--- config.mk ---
export PLATFORM = sky130hd
export DESIGN_NAME = greedy_min_completion_scheduler
export DESIGN_NICKNAME = d
export VERILOG_FILES = /design/src/hdl/gmcs_pkg.sv /design/src/hdl/gmcs_ram.sv /design/src/hdl/greedy_min_completion_scheduler.sv
export SDC_FILE = /design/constraint.sdc
export NUM_CORES = 1
export LEC_CHECK = 0
export ABC_AREA = 1
export BUFFER_PORTS_ARGS = -buffer_cell sky130_fd_sc_hd__buf_2
export CAP_MARGIN = 15
export CORE_MARGIN = 1
export CORE_UTILIZATION = 48
export DETAILED_ROUTE_END_ITERATION = 6
export SLEW_MARGIN = 20
export SYNTH_ARGS = -nofsm -noshare
export SYNTH_HDL_FRONTEND = slang
export SYNTH_HIERARCHICAL = 1
export SYNTH_SLANG_ARGS = --single-unit
--- constraint.sdc ---
create_clock -name aclk -period 16.4 [get_ports aclk]
set_clock_uncertainty 0.2 [all_clocks]
set_input_delay 2.46 -clock aclk [delete_from_list [all_inputs] [get_ports aclk]]
set_output_delay 2.46 -clock aclk [all_outputs]
set_load 0.005 [all_outputs]
--- src/hdl/gmcs_pkg.sv ---
// Shared types and constants for the greedy minimum-completion scheduler.
// Depends on nothing; imported by the scheduler top module.
package gmcs_pkg;

    // Machine count and derived widths
    localparam int NUM_MACHINES = 8;
    localparam int MI_W         = (NUM_MACHINES > 1) ? $clog2(NUM_MACHINES) : 1;
    localparam int CNT_W        = $clog2(NUM_MACHINES + 1);

    // Field widths
    localparam int SPEED_W  = 8;
    localparam int LEN_W    = 16;
    localparam int LOAD_W   = 32;
    localparam int PROD_W   = SPEED_W + LEN_W;
    localparam int SUM_W    = LOAD_W + 1;
    localparam int IDX_W    = 3;
    localparam int ENTRY_W  = SPEED_W + LOAD_W;

    // Opcodes
    localparam logic OP_SET_SPEED = 1'b0;
    localparam logic OP_ASSIGN    = 1'b1;

    // Speed factor of a machine that was never written
    localparam logic [SPEED_W-1:0] SPEED_RESET = SPEED_W'(1);

    typedef struct packed {
        logic               opcode;
        logic [IDX_W-1:0]   machine_index;
        logic [SPEED_W-1:0] speed_value;
        logic [LEN_W-1:0]   job_length;
    } gmcs_in_t;

    typedef struct packed {
        logic [IDX_W-1:0]  chosen_machine;
        logic [LOAD_W-1:0] finish_time;
        logic              saturated;
    } gmcs_out_t;

    // One machine's stored entry
    typedef struct packed {
        logic [SPEED_W-1:0] speed;
        logic [LOAD_W-1:0]  load;
    } gmcs_entry_t;

endpackage

--- src/hdl/gmcs_ram.sv ---
// Generic single-write, single-read RAM with a registered read port.
// Depends on nothing.
module gmcs_ram #(
    parameter int WIDTH = 8,
    parameter int DEPTH = 8
) (
    input  logic                                        aclk,
    input  logic                                        wr_en,
    input  logic [((DEPTH > 1) ? $clog2(DEPTH) : 1)-1:0] wr_addr,
    input  logic [WIDTH-1:0]                            wr_data,
    input  logic [((DEPTH > 1) ? $clog2(DEPTH) : 1)-1:0] rd_addr,
    output logic [WIDTH-1:0]                            rd_data
);

    logic [WIDTH-1:0] mem [DEPTH];
    logic [WIDTH-1:0] rd_data_reg;

    // Write, and register the read
    always_ff @(posedge aclk) begin
        if (wr_en) begin
            mem[wr_addr] <= wr_data;
        end
        rd_data_reg <= mem[rd_addr];
    end

    assign rd_data = rd_data_reg;

endmodule

--- src/hdl/greedy_min_completion_scheduler.sv ---
// Set-speed beat: taken with no result. Assign beat: the result is built by one RAM read per
// machine in turn, one product-and-sum stage, one compare, then the write-back that loads the
// result register. The next beat is taken after that write-back; a full result register holds
// the write-back and the input. A new beat is taken while a result waits.
// Reset (aresetn, synchronous, active low) clears control and the per-machine valid bits.
module greedy_min_completion_scheduler
    import gmcs_pkg::*;
(
    input  logic      aclk,
    input  logic      aresetn,
    input  logic      s_valid,
    output logic      s_ready,
    input  gmcs_in_t  s_data,
    output logic      m_valid,
    input  logic      m_ready,
    output gmcs_out_t m_data
);

    typedef enum logic [2:0] {
        ST_IDLE  = 3'b001,
        ST_SCAN  = 3'b010,
        ST_WRITE = 3'b100
    } state_t;

    localparam logic [MI_W-1:0] LAST_IDX = MI_W'(NUM_MACHINES - 1);

    state_t             state_reg, state_next;
    logic [NUM_MACHINES-1:0] valid_reg, valid_next;
    logic [CNT_W-1:0]   rd_cnt_reg, rd_cnt_next;
    logic [LEN_W-1:0]   len_reg, len_next;
    // Read stage
    logic               rd_pend_reg, rd_pend_next;
    logic [MI_W-1:0]    rd_idx_reg, rd_idx_next;
    logic               rd_vld_reg, rd_vld_next;
    // Sum stage
    logic               sum_vld_reg, sum_vld_next;
    logic [MI_W-1:0]    sum_idx_reg, sum_idx_next;
    logic [SUM_W-1:0]   sum_reg, sum_next;
    logic [SPEED_W-1:0] sum_speed_reg, sum_speed_next;
    // Best so far
    logic [MI_W-1:0]    best_idx_reg, best_idx_next;
    logic [SUM_W-1:0]   best_sum_reg, best_sum_next;
    logic [SPEED_W-1:0] best_speed_reg, best_speed_next;
    // Output register
    logic               m_valid_reg, m_valid_next;
    gmcs_out_t          m_data_reg, m_data_next;

    // RAM ports
    logic               ram_we;
    logic [MI_W-1:0]    ram_waddr;
    gmcs_entry_t        ram_wdata;
    logic [MI_W-1:0]    ram_raddr;
    gmcs_entry_t        ram_rdata;
    logic               rd_en;

    logic               s_fire;
    logic               out_free;
    logic               set_ok;
    gmcs_entry_t        rd_entry;
    logic [PROD_W-1:0]  prod;
    logic               sat;
    logic [LOAD_W-1:0]  new_load;

    gmcs_ram #(
        .WIDTH (ENTRY_W),
        .DEPTH (NUM_MACHINES)
    ) u_table (
        .aclk    (aclk),
        .wr_en   (ram_we),
        .wr_addr (ram_waddr),
        .wr_data (ram_wdata),
        .rd_addr (ram_raddr),
        .rd_data (ram_rdata)
    );

    assign s_ready  = (state_reg == ST_IDLE);
    assign s_fire   = s_valid && s_ready;
    assign out_free = !m_valid_reg || m_ready;
    assign set_ok   = (int'(s_data.machine_index) < NUM_MACHINES);
    assign m_valid  = m_valid_reg;
    assign m_data   = m_data_reg;

    // Substitute the reset value for entries never written
    always_comb begin
        if (rd_vld_reg) begin
            rd_entry = ram_rdata;
        end else begin
            rd_entry.speed = SPEED_RESET;
            rd_entry.load  = '0;
        end
    end

    assign prod     = PROD_W'(rd_entry.speed) * PROD_W'(len_reg);
    assign sat      = best_sum_reg[LOAD_W];
    assign new_load = sat ? '1 : best_sum_reg[LOAD_W-1:0];

    // Read address: first entry at accept, then walk the counter
    always_comb begin
        rd_en     = 1'b0;
        ram_raddr = '0;
        if (state_reg == ST_IDLE) begin
            rd_en = s_fire && (s_data.opcode == OP_ASSIGN);
        end else if (state_reg == ST_SCAN) begin
            rd_en     = (rd_cnt_reg < CNT_W'(NUM_MACHINES));
            ram_raddr = rd_cnt_reg[MI_W-1:0];
        end
    end

    // Write port: set-speed at accept, or write-back of the chosen machine
    always_comb begin
        ram_we    = 1'b0;
        ram_waddr = best_idx_reg;
        ram_wdata.speed = best_speed_reg;
        ram_wdata.load  = new_load;
        if (state_reg == ST_IDLE) begin
            ram_we          = s_fire && (s_data.opcode == OP_SET_SPEED) && set_ok;
            ram_waddr       = MI_W'(s_data.machine_index);
            ram_wdata.speed = s_data.speed_value;
            ram_wdata.load  = '0;
        end else if (state_reg == ST_WRITE) begin
            ram_we = out_free;
        end
    end

    // Next-state logic
    always_comb begin
        state_next      = state_reg;
        valid_next      = valid_reg;
        rd_cnt_next     = rd_cnt_reg;
        len_next        = len_reg;
        rd_pend_next    = rd_en;
        rd_idx_next     = ram_raddr;
        rd_vld_next     = valid_reg[ram_raddr];
        sum_vld_next    = rd_pend_reg;
        sum_idx_next    = rd_idx_reg;
        sum_next        = SUM_W'(rd_entry.load) + SUM_W'(prod);
        sum_speed_next  = rd_entry.speed;
        best_idx_next   = best_idx_reg;
        best_sum_next   = best_sum_reg;
        best_speed_next = best_speed_reg;
        m_valid_next    = m_valid_reg && !m_ready;
        m_data_next     = m_data_reg;

        // Mark written entries
        if (ram_we) begin
            valid_next[ram_waddr] = 1'b1;
        end

        // Keep the smallest sum, lowest index on ties
        if (sum_vld_reg && (sum_idx_reg == '0 || sum_reg < best_sum_reg)) begin
            best_idx_next   = sum_idx_reg;
            best_sum_next   = sum_reg;
            best_speed_next = sum_speed_reg;
        end

        case (state_reg)
            ST_IDLE: begin
                if (s_fire && s_data.opcode == OP_ASSIGN) begin
                    len_next    = s_data.job_length;
                    rd_cnt_next = CNT_W'(1);
                    state_next  = ST_SCAN;
                end
            end
            ST_SCAN: begin
                if (rd_en) begin
                    rd_cnt_next = rd_cnt_reg + CNT_W'(1);
                end
                if (sum_vld_reg && sum_idx_reg == LAST_IDX) begin
                    state_next = ST_WRITE;
                end
            end
            ST_WRITE: begin
                // Hold until the output register is free
                if (out_free) begin
                    m_valid_next                = 1'b1;
                    m_data_next.chosen_machine  = IDX_W'(best_idx_reg);
                    m_data_next.finish_time     = new_load;
                    m_data_next.saturated       = sat;
                    rd_cnt_next                 = '0;
                    state_next                  = ST_IDLE;
                end
            end
            default: begin
                state_next = ST_IDLE;
            end
        endcase
    end

    // Control registers
    always_ff @(posedge aclk) begin
        if (!aresetn) begin
            state_reg   <= ST_IDLE;
            valid_reg   <= '0;
            rd_cnt_reg  <= '0;
            rd_pend_reg <= 1'b0;
            sum_vld_reg <= 1'b0;
            m_valid_reg <= 1'b0;
        end else begin
            state_reg   <= state_next;
            valid_reg   <= valid_next;
            rd_cnt_reg  <= rd_cnt_next;
            rd_pend_reg <= rd_pend_next;
            sum_vld_reg <= sum_vld_next;
            m_valid_reg <= m_valid_next;
        end
    end

    // Payload registers
    always_ff @(posedge aclk) begin
        len_reg        <= len_next;
        rd_idx_reg     <= rd_idx_next;
        rd_vld_reg     <= rd_vld_next;
        sum_idx_reg    <= sum_idx_next;
        sum_reg        <= sum_next;
        sum_speed_reg  <= sum_speed_next;
        best_idx_reg   <= best_idx_next;
        best_sum_reg   <= best_sum_next;
        best_speed_reg <= best_speed_next;
        m_data_reg     <= m_data_next;
    end

    // No scan work in flight while a new beat can be taken
    a_idle_quiet: assert property (@(posedge aclk) disable iff (!aresetn)
        s_ready |-> (!rd_pend_reg && !sum_vld_reg))
        else $error("scan pipeline busy while accepting");

    // Walk counter never runs past the last machine
    a_cnt_range: assert property (@(posedge aclk) disable iff (!aresetn)
        rd_cnt_reg <= CNT_W'(NUM_MACHINES))
        else $error("read counter out of range");

    // A clamped result reports the maximum finish time
    a_sat_max: assert property (@(posedge aclk) disable iff (!aresetn)
        (m_valid_reg && m_data_reg.saturated) |-> (m_data_reg.finish_time == '1))
        else $error("saturated result without maximum finish time");

    // Write-back always produces a result beat
    a_wb_result: assert property (@(posedge aclk) disable iff (!aresetn)
        (state_reg == ST_WRITE && out_free) |=> (m_valid_reg && state_reg == ST_IDLE))
        else $error("write-back without result");

endmodule
After elaboration in Yosys (flattened, before gate mapping)

Memories as Yosys holds them, arrays and structs flattened. A register that Yosys moved wholly into a read port is not among the register bits.
Index checks and enable logic that the tools add are counted.
Widths: inputs -> output; s select.

$mul: 1
Add/sub/neg operators: 2
Equality and inequality tests: 8
Reduce and logical (&&, ||, !) cells: 17
Bitwise logic cells: 2
$lt $le $gt $ge: 5
Multiplexer cells: 26

Operators by type and width:

| cell                | number |
|---|---|
| $mux 40             | 2 |
| $add 32x24->33      | 1 |
| $lt 33x33->1        | 1 |
| $mux 32             | 1 |
| $mul 8x16->24       | 1 |
| $mux 3              | 6 |
| $mux 4              | 3 |
| $pmux 4 s3          | 1 |
| $mux 1              | 10 |
| $pmux 3 s3          | 1 |
| $lt 3x4->1 const B  | 2 |
| $or 8x8->8          | 1 |
| $logic_and 1x1->1   | 7 |
| $eq 3x3->1 const B  | 2 |
| $add 4x1->4 const B | 1 |
| $lt 4x4->1 const B  | 1 |
| $ne 2x1->1 const B  | 2 |
| $ne 2x2->1 const B  | 2 |
| $reduce_and 2->1    | 2 |
| $reduce_and 4->1    | 1 |
| $bmux 1 s3          | 1 |
| $demux 1 s3         | 1 |
| $eq 3x1->1 const B  | 1 |
| $eq 3x2->1 const B  | 1 |
| 7 further kinds     | 9 |

Word-level logic and storage cells: 80
Memories: 1
Bits in writable memories: 320
Output and inout port bits: 38
Input bits: 32
Flip-flop bits (word level): 162

Memories:

| name        | depth | bits a word | rd ports | clocked after memory_dff | wr ports | RTL line       | text |
|---|---|---|---|---|---|---|---|
| u_table.mem | 8     | 40          | 1        | 1                        | 1        | gmcs_ram.sv:15 | `logic [WIDTH-1:0] mem [DEPTH];` |

Longest topological paths before layout

Gate-level depths: netlist (run 1).

Word-level depth: 7
Gate-level depth with buffers: 25
Mapped depth without buffers: 24

Hierarchy

The synthesis (run 1) kept the hierarchy.

By module, submodules not included:

| module                          | seq. area each (um^2) | cells each | times used | area an instance (um^2) |
|---|---|---|---|---|
| gmcs_ram                        | 10410.0               | 1441       | 1          | 14799.2 |
| greedy_min_completion_scheduler | 4204.0                | 1392       | 1          | 11737.5 |

Least setup slack after synthesis (run 1)

No wires, ideal clock.

Path type: input to register
From: input port m_ready
To: memory u_table/mem[1][0] (netlist name) (enable)
Buffers on the path: 1
Path slack: 9.367 ns
Arrival: 6.395 ns
Library setup time: 0.438 ns
Stages on the path: 8
Required time: 15.762 ns
Cells stage by stage: inv_1 -> nand2_1 -> inv_1 -> nor2_1 -> a31o_2 -> buf_2 -> nand2_1 -> nor2_1

Word-level cells in the longest chain between the ends: 5

Ends and longest elaborated chain:

| element                      | RTL line                               | text |
|---|---|---|
| start: declaration           | greedy_min_completion_scheduler.sv:15  | `input logic m_ready,` |
| $logic_or 1x1->1             | greedy_min_completion_scheduler.sv:78  | `assign out_free = !m_valid_reg \|\| m_ready;` |
| $mux 1                       | greedy_min_completion_scheduler.sv:120 | `end else if (state_reg == ST_WRITE) begin` |
| $mux 1                       | greedy_min_completion_scheduler.sv:115 | `if (state_reg == ST_IDLE) begin` |
| via ram_we                   | greedy_min_completion_scheduler.sv:49  | `logic ram_we;` |
| $mux 1                       | gmcs_ram.sv:20                         | `if (wr_en) begin` |
| $mux 1 (implied by the code) | gmcs_ram.sv:21                         | `mem[wr_addr] <= wr_data;` |
| end: declaration             | gmcs_ram.sv:15                         |  |

The timed path passes the listed nets, and every way through them passes these cells.

==> results.txt, run 1 <==
vias in the first global route: 17,894
die height: 237 um
Post-Syn Area: 26,500 um^2
PD cells: 103 nW/um^2
Vias/cell: 5.01
initial antenna violation count: 0
register bit count reported by yosys: 522
Slew headroom: 0.286
Warnings, synthesis: 6
Cells after Synth: 2,833
gr ovfl total: 0
Critical Path Start: rd_vld_reg
Port-buffer cells: 69
clock root buffer: clkbuf_16
die width: 237 um
R2R Path Start: rd_vld_reg
initial core utilization: 0.489
commonest non-fill, non-tap cells in the layout: 880 x nand2_1, 558 x inv_1, 416 x edfxtp_1
RR Endpoint: sum_reg[20]
DRC: 0
EDFF count, synth: 416
P&R area growth vs syn: 10.7%
Min Clock Period, post-route: 5590 ps
vias post-DR: 18,254
CP cell instances: buf_4 -> nand2_1 -> inv_1 -> nand2_1 -> fa_1 -> inv_1 -> fa_1 -> fa_1 -> inv_1 -> fa_1 -> inv_1 -> ha_1 -> nand2_1 -> nor2_2 -> inv_2 -> nor2_2 -> nand4_1 -> nand3_1 -> xor2_1
path depth of the worst reg2reg path: 19
sequential fraction of the synthesis area: 0.551
Area after DPL: 27,500 um^2
crit-path max FO: 40
initial DRC count: 1,332
Synth async-reset ratio: 0
leakage: 0.0141 uW
CTS Hold Bufs: 0
n_diodes: 0
Final setup viols: 0
fin crit share: 0.341
worst hold slack: 126 ps
global-route wire length before repair: 103,000 um
WP data required: 16,720 ps
most common cell after layout, fill and taps aside: nand2_1
Die ar.: 56,200 um^2
All-Layer GR Usage: 0.243
post-CTS resize count: 0
WL per Instance: 18.3 um
worst-margin pin slew: 1060 ps
RSZ-0062 raised after global routing: false
Syn Area/Cell: 9.37 um^2
max reg flops: 320
Num CTS Buffers: 55
Worst Setup Start Kind: flop
fin nets: 3,118
Yosys cell types: 43
layout cell share with drive strength beyond 1: 0.110
Syn Nets: 3,053
Slowest cell on crit path: fa_1
htree depth: 2
Arrival @ worst endpoint: 5910 ps
Hold Crit Class: flop to flop
final-report max-slew violation count: 0
ys flop type: edfxtp_1
worst setup path endpoint: sum_reg[20]
largest net degree at the start of global routing: 91
design area: 29,400 um^2
Ports: 70
DP Wirelength: 42,700 um
post-route ant nets: 0
Hold Violations, Final: 0
Max IR drop VDD: 0.0000876 V
drt pass-1 iters: 6
CTS tree: done
postcts setup bufs: 0
Setup TNS: 0 ps
Worst-path clk slew: 60 ps
critical path class: flop to flop
slowest stage delay, CP: 560 ps
r2r setup slk: 10,810 ps
Core Rows: 85
Max-Cap Viols: 0
clock sink count: 522
CP Capture Type: flop
fmax: 179 MHz
routability cong.: 0.933
Core ar.: 54,200 um^2
Routed WL: 66,600 um
status: complete, no violations
CTS Buffer Depth: 3
insertion delay to the later sink of the worst-skew pair: 620 ps
==> critical path: cells and delay by family, from the launching register on <==
kind / cells / cell delay [ps]
buffers and inverters: 6 / 940
adder cells (fa/ha/maj): 5 / 2420
flip-flops: 1 / 310
XOR/XNOR: 1 / 200
AND/OR/NAND/NOR: 7 / 1410
==> stage by stage <==
| stage | util | power, uW | cells | setup WS [ps] |
|---|---|---|---|---|
| 2_1_floorplan | - | 1710 | 2833 | 9370 |
| 3_3_place_gp | 0.508 | 1790 | 3537 | 10920 |
| 3_5_place_dp | 0.508 | 1800 | 3537 | 10940 |
| 4_1_cts | 0.541 | 3050 | 3640 | 10870 |
| 5_1_grt | 0.541 | 3130 | 3640 | 10510 |
| 6_report | 0.541 | 3020 | 3640 | 10810 |
==> report_power, final <==
group          internal [uW]  leakage [uW]  switching, uW
sequential              1500       0.00468           24.3
combinational           72.7       0.00850            179
clock                    733      0.000895            519
total                   2300        0.0141            722
==> synth_stat cells, types with 3 or more instances <==
master | instances | area, um^2
nand2_1 | 880 | 3300
inv_1 | 559 | 2100
edfxtp_1 | 416 | 12500
nand3_1 | 193 | 966
nor2_1 | 138 | 518
inv_2 | 107 | 402
dfxtp_1 | 106 | 2120
fa_1 | 106 | 2120
ha_1 | 82 | 1030
a21oi_1 | 48 | 240
buf_2 | 36 | 180
o21ai_0 | 21 | 105
clkbuf_1 | 20 | 75.1
nand4_1 | 17 | 106
xor2_1 | 17 | 149
nand2_2 | 13 | 81.3
buf_1 | 11 | 41.3
buf_6 | 9 | 101
nor2_2 | 9 | 56.3
buf_4 | 6 | 45.0
nor3_1 | 4 | 20.0
o21ai_1 | 3 | 15.0
==> worst min path at each step <==
stage	startpoint	to	slack, ps	cells after the start
after floorplan	rd_idx_reg[0]	sum_idx_reg[0]	110	0
after global placement	rd_idx_reg[1]	sum_idx_reg[1]	110	0
after detailed placement	rd_idx_reg[0]	sum_idx_reg[0]	110	0
after CTS	rd_idx_reg[1]	sum_idx_reg[1]	130	0
after global routing	rd_idx_reg[1]	sum_idx_reg[1]	130	0
final	rd_idx_reg[0]	sum_idx_reg[0]	130	0
==> cells by family after synthesis <==
family / count (synthesis) / share of synthesized area
AOI/OAI and AO/OA: 90 / 0.0189
xor gates and xnor gates: 18 / 0.00594
adders and majority gates: 188 / 0.119
buffers and inverters: 752 / 0.112
DFF: 522 / 0.551
and+or+nand+nor: 1263 / 0.194
==> final cells by class <==
cell class | count | area [um^2]
clock buffers | 73 | 1530
clock inverters | 30 | 295
fillers | 4837 | 24900
inverters | 669 | 2520
multi-input cells | 1559 | 9030
flip-flops and latches | 522 | 14600
well taps | 696 | 871
repair buffers | 91 | 510
==> layer usage <==
metal	track usage	up-vias	wire length [um]
met5	0	-	0
met4	0.0762	0	1790
met3	0.0322	108	3740
met2	0.395	498	31100
met1	0.340	8838	29900
li1	-	8810	-
Power figures use the tool's default switching activity.
==> inputs of run 2 (changes only) <==
--- a/config.mk
+++ b/config.mk
@@ -5,12 +5,13 @@
 export SDC_FILE = /design/constraint.sdc
 export NUM_CORES = 1
 export LEC_CHECK = 0
-export ABC_AREA = 1
+export ABC_AREA = 0
 export BUFFER_PORTS_ARGS = -buffer_cell sky130_fd_sc_hd__buf_2
 export CAP_MARGIN = 15
 export CORE_MARGIN = 1
 export CORE_UTILIZATION = 48
 export DETAILED_ROUTE_END_ITERATION = 6
+export PLACE_DENSITY = 0.66
 export SLEW_MARGIN = 20
 export SYNTH_ARGS = -nofsm -noshare
 export SYNTH_HDL_FRONTEND = slang
==> constraint.sdc (replaced) <==
create_clock -name aclk -period 4.7 [get_ports aclk]
set_clock_uncertainty 0.2 [all_clocks]
set_input_delay 0.705 -clock aclk [delete_from_list [all_inputs] [get_ports aclk]]
set_output_delay 0.705 -clock aclk [all_outputs]
set_load 0.005 [all_outputs]
==> results.txt, run 2 <==
status: complete, but fails checks
failing checks: setup timing
Yosys cell types: 61
Ports: 70
Setup TNS: -1160 ps
fin nets: 2,017
initial core utilization: 0.486
largest net degree at the start of global routing: 83
Max IR drop VDD: 0.000268 V
initial antenna violation count: 0
CP Capture Type: flop
Worst Hold Depth: 1
register bit count reported by yosys: 522
Slew headroom: 0.373
commonest non-fill, non-tap cells in the layout: 416 x edfxtp_1, 167 x inv_1, 138 x nand2_1
CP cell instances: buf_6 -> nand2b_4 -> buf_12 -> nand2_1 -> fa_1 -> inv_1 -> fa_1 -> fa_1 -> inv_1 -> fa_1 -> inv_1 -> ha_4 -> a21o_1 -> a31oi_1 -> nor2_1 -> a211o_1 -> a21o_1 -> a31oi_2 -> mux2i_1
Routed WL: 56,600 um
WP data required: 5020 ps
CTS Buffer Depth: 3
Syn Nets: 1,827
critical path class: flop to flop
final core occ: 0.572
routability cong.: 0.912
Hold Violations, Final: 0
Synth area leader: edfxtp_1
Min Clock Period, post-route: 4870 ps
# fillers: 3,877
Hold Crit Class: input port to flop
gr ovfl total: 0
DP Wirelength: 38,000 um
clock sink count: 522
register area: 14,600 um^2
placed cells: 2,396
Cells after Synth: 1,607
final-report max-slew violation count: 0
layout cell share with drive strength beyond 1: 0.244
top post-synthesis cells by area: edfxtp_1 51%, dfxtp_1 8.7%, fa_1 8.7%
Slowest cell on crit path: fa_1
n_diodes: 0
vias post-DR: 13,847
CTS Hold Bufs: 0
Max-Cap Viols: 0
most common cell in the synthesized netlist: edfxtp_1
htree depth: 2
vias in the first global route: 13,937
post-route ant nets: 0
clock root buffer: clkbuf_16
insertion delay to the later sink of the worst-skew pair: 600 ps
global-route wire length before repair: 85,100 um
Core Rows: 82
Final WS setup: -172 ps
crit-path max FO: 7
EDFF count, synth: 416
path depth of the worst reg2reg path: 19
Arrival @ worst endpoint: 5200 ps
die height: 227 um
CTS tree: done
most used cell, CP: fa_1
Syn Area/Cell: 15.2 um^2
max reg flops: 320
die width: 227 um
most common cell after layout, fill and taps aside: edfxtp_1
PD cells: 347 nW/um^2
footprint of the multi-input gates: 9330 um^2
DRC: 0
worst-margin pin slew: 941 ps
All-Layer GR Usage: 0.225
Num CTS Buffers: 53
Worst Setup Start Kind: flop
Warnings, synthesis: 6
leakage: 0.0113 uW
Final setup viols: 11
Design Power: 9960 uW
fin crit share: 1.04
Die ar.: 51,700 um^2
Worst-path clk slew: 70 ps
Core ar.: 50,200 um^2
Yosys top cell area share: 0.512
fmax: 205 MHz
P&R area growth vs syn: 17.6%
sequential fraction of the synthesis area: 0.599
slowest stage delay, CP: 570 ps
WL per Instance: 22.5 um
Port-buffer cells: 69
ys flop type: edfxtp_1
Vias/cell: 5.51
fin cells: 2,514
synth cell count leaders: 416 x edfxtp_1, 176 x inv_1, 143 x nand2_1
Post-Syn Area: 24,400 um^2
RSZ-0062 raised after global routing: true
initial DRC count: 1,157
worst hold slack: 87.3 ps
drt pass-1 iters: 5
Synth async-reset ratio: 0
==> run 2: path summary, 6_finish.rpt <==
check	to	from	slack, ps
setup / recovery	sum_reg[29]	rd_vld_reg	-170
hold / removal	len_reg[6]	s_data[6]	90
setup reg to reg	sum_reg[29]	rd_vld_reg	-170
hold reg to reg	sum_idx_reg[0]	rd_idx_reg[0]	130
==> run 2: routing by layer <==
layer	track usage	vias to the layer above	share of wire
li1	-	6245	-
met1	0.316	7156	0.43
met2	0.372	377	0.50
met3	0.0341	69	0.055
met4	0.0502	0	0.016
met5	0	-	0
==> run 2: worst max-delay path, delay by kind of cell, from the launching register on <==
kind,cells,cell delay (ps)
buffers and inverters,5,440
multiplexers,1,190
AO/OA/AOI/OAI,5,1090
adder cells (fa/ha/maj),5,2260
flip-flops,1,380
AND/OR/NAND/NOR,3,240
==> run 2: repair_timing <==
| action | in CTS | in global routing |
|---|---|---|
| cloned | 0 | 1 |
| pin swaps | 19 | 24 |
| setup endpoints to repair | 20 | 22 |
| buffers inserted | 7 | 10 |
| gates resized for setup | 54 | 64 |
==> run 2: cell type report <==
class                   instances  share of cell area
clock buffers                  69              0.0516
clock inverters                31             0.00881
inverters                     177              0.0232
multi-input cells             839               0.326
flip-flops and latches        522               0.510
well taps                     672              0.0293
repair buffers                204              0.0518
==> run 2: cells by family (layout without fill, tap and decap cells) <==
logic type	Yosys count	count (layout)	synth area share
fa+ha+maj	188	188	0.129
buf+inv	246	481	0.0412
compound gates	144	144	0.0375
xor+xnor	24	24	0.00862
flops	522	522	0.599
mux	140	140	0.113
simple gates	343	343	0.0708
==> run 2: through the flow <==
| stage | setup WS [ps] | area (um^2) |
|---|---|---|
| 4_1_cts | -127 | 28300 |
| 2_1_floorplan | 0.485 | 24500 |
| 3_5_place_dp | -436 | 26300 |
| 6_report | -172 | 28700 |
| 3_3_place_gp | -268 | 26300 |
| 5_1_grt | -323 | 28700 |
==> run 2: report_power, final <==
| group | switching, uW | internal, uW |
|---|---|---|
| logic | 392 | 259 |
| clock network | 1760 | 2390 |
| registers | 52.9 | 5110 |
| total | 2200 | 7760 |
==> inputs of run 3 (changes only) <==
--- a/config.mk
+++ b/config.mk
@@ -12,6 +12,7 @@
 export CORE_UTILIZATION = 48
 export DETAILED_ROUTE_END_ITERATION = 6
 export PLACE_DENSITY = 0.66
+export SETUP_SLACK_MARGIN = 0.3
 export SLEW_MARGIN = 20
 export SYNTH_ARGS = -nofsm -noshare
 export SYNTH_HDL_FRONTEND = slang
==> results.txt, run 3 (same netlist as run 2, synthesis figures left out) <==
RSZ-0062 raised after global routing: true
Port-buffer cells: 69
design area: 28,900 um^2
global-route wire length before repair: 85,200 um
initial DRC count: 1,114
final-report max-slew violation count: 0
DP Wirelength: 36,700 um
vias post-DR: 13,915
initial core utilization: 0.486
n_diodes: 0
worst hold slack: 89.9 ps
routability cong.: 0.880
clock root buffer: clkbuf_16
vias in the first global route: 14,171
P&R area growth vs syn: 18.5%
clock sink count: 522
commonest non-fill, non-tap cells in the layout: 416 x edfxtp_1, 166 x inv_1, 133 x nand2_1
Worst Hold End: len_reg[9]
Arrival @ worst endpoint: 5130 ps
CP Capture Type: flop
Core ar.: 50,200 um^2
R2R Path Start: rd_vld_reg
All-Layer GR Usage: 0.227
Routed WL: 57,000 um
fin nets: 2,015
path depth of the worst reg2reg path: 18
Final WS setup: -121 ps
leakage: 0.0114 uW
critical path class: flop to flop
Hold Path Origin: s_data[9]
Slew headroom: 0.316
Max IR drop VDD: 0.000243 V
Worst Setup Start Kind: flop
failing checks: setup timing
layout cell share with drive strength beyond 1: 0.247
Hold Crit Class: input port to flop
Num CTS Buffers: 52
worst-margin pin slew: 1030 ps
PD cells: 348 nW/um^2
Core Rows: 82
Final setup viols: 13
fin crit share: 1.03
Worst Hold Depth: 1
htree depth: 2
Min Clock Period, post-route: 4820 ps
r2r setup slk: -120 ps
post-route ant nets: 0
fmax: 207 MHz
die height: 227 um
Max-Cap Viols: 0
WP data required: 5010 ps
crit-path max FO: 7
Hold Violations, Final: 0
gr ovfl total: 0
drt pass-1 iters: 5
DRC: 0
CTS tree: done
WL per Instance: 22.7 um
most common cell after layout, fill and taps aside: edfxtp_1
Worst-path clk slew: 60 ps
largest net degree at the start of global routing: 63
RR Endpoint: sum_reg[22]
Die ar.: 51,700 um^2
status: complete, but fails checks
initial antenna violation count: 1
max reg flops: 320
Vias/cell: 5.54
die width: 227 um
final core occ: 0.576
CTS Buffer Depth: 3
Area after DPL: 26,400 um^2
insertion delay to the later sink of the worst-skew pair: 590 ps
Ports: 70
CTS Hold Bufs: 0
-- run 3: layout make-up --
cell class | instances | area (um^2)
timing repair buffer | 202 | 1600
sequential | 522 | 14600
clock inverter | 27 | 305
inverter | 177 | 664
multi-input combinational | 840 | 9390
tap | 672 | 841
fill | 3803 | 21300
clock buffer | 71 | 1470
-- run 3: metrics by stage --
step / setup WS, ps / cells / setup TNS (ps) / power (uW)
2_1_floorplan: 26.3 / 1607 / 0 / 5620
3_3_place_gp: -163 / 2386 / -1260 / 5850
3_5_place_dp: -202 / 2386 / -2080 / 5870
4_1_cts: -67.3 / 2497 / -428 / 10100
5_1_grt: -253 / 2511 / -3280 / 10400
6_report: -121 / 2511 / -787 / 10100
-- run 3: report_power, final --
| group | switching [uW] | total [uW] | internal, uW |
|---|---|---|---|
| Clock | 1700 | 4220 | 2520 |
| Combinational | 397 | 662 | 264 |
| Sequential | 57.5 | 5170 | 5110 |
-- run 3: worst max-delay path, stage by stage (launching register included) --
cell,delay (ps)
dfxtp_4,380
buf_8,150
nand2b_4,150
buf_4,140
nand2_2,50
fa_1,510
inv_1,50
fa_1,470
fa_1,550
inv_1,50
fa_1,470
inv_1,60
ha_4,280
buf_6,90
nand4_1,180
o31ai_4,370
a21oi_2,130
o31ai_2,290
xor2_1,170
-- run 3: worst max path at each step --
stage	from	end	slack [ps]	depth (start not counted)
6_report	rd_vld_reg	sum_reg[22]	-120	18
5_1_grt	rd_vld_reg	sum_reg[30]	-250	20
4_1_cts	rd_vld_reg	sum_reg[29]	-70	18
3_5_place_dp	rd_vld_reg	sum_reg[28]	-200	17
3_3_place_gp	rd_vld_reg	sum_reg[22]	-160	19
2_1_floorplan	rd_vld_reg	sum_reg[29]	30	18
-- run 3: per-layer routing --
layer	GRT usage	up-vias	wire length, um
li1	-	6246	-
met1	0.311	7195	24100
met3	0.0370	74	3310
met5	0	-	12
met4	0.0697	2	1510
met2	0.373	398	28100
-- run 3: timing repair --
item | CTS | global route
setup endpoints to repair | 25 | 25
gates cloned | 2 | 2
pin swaps | 22 | 24
gates resized for setup | 50 | 54
buffers inserted | 11 | 12
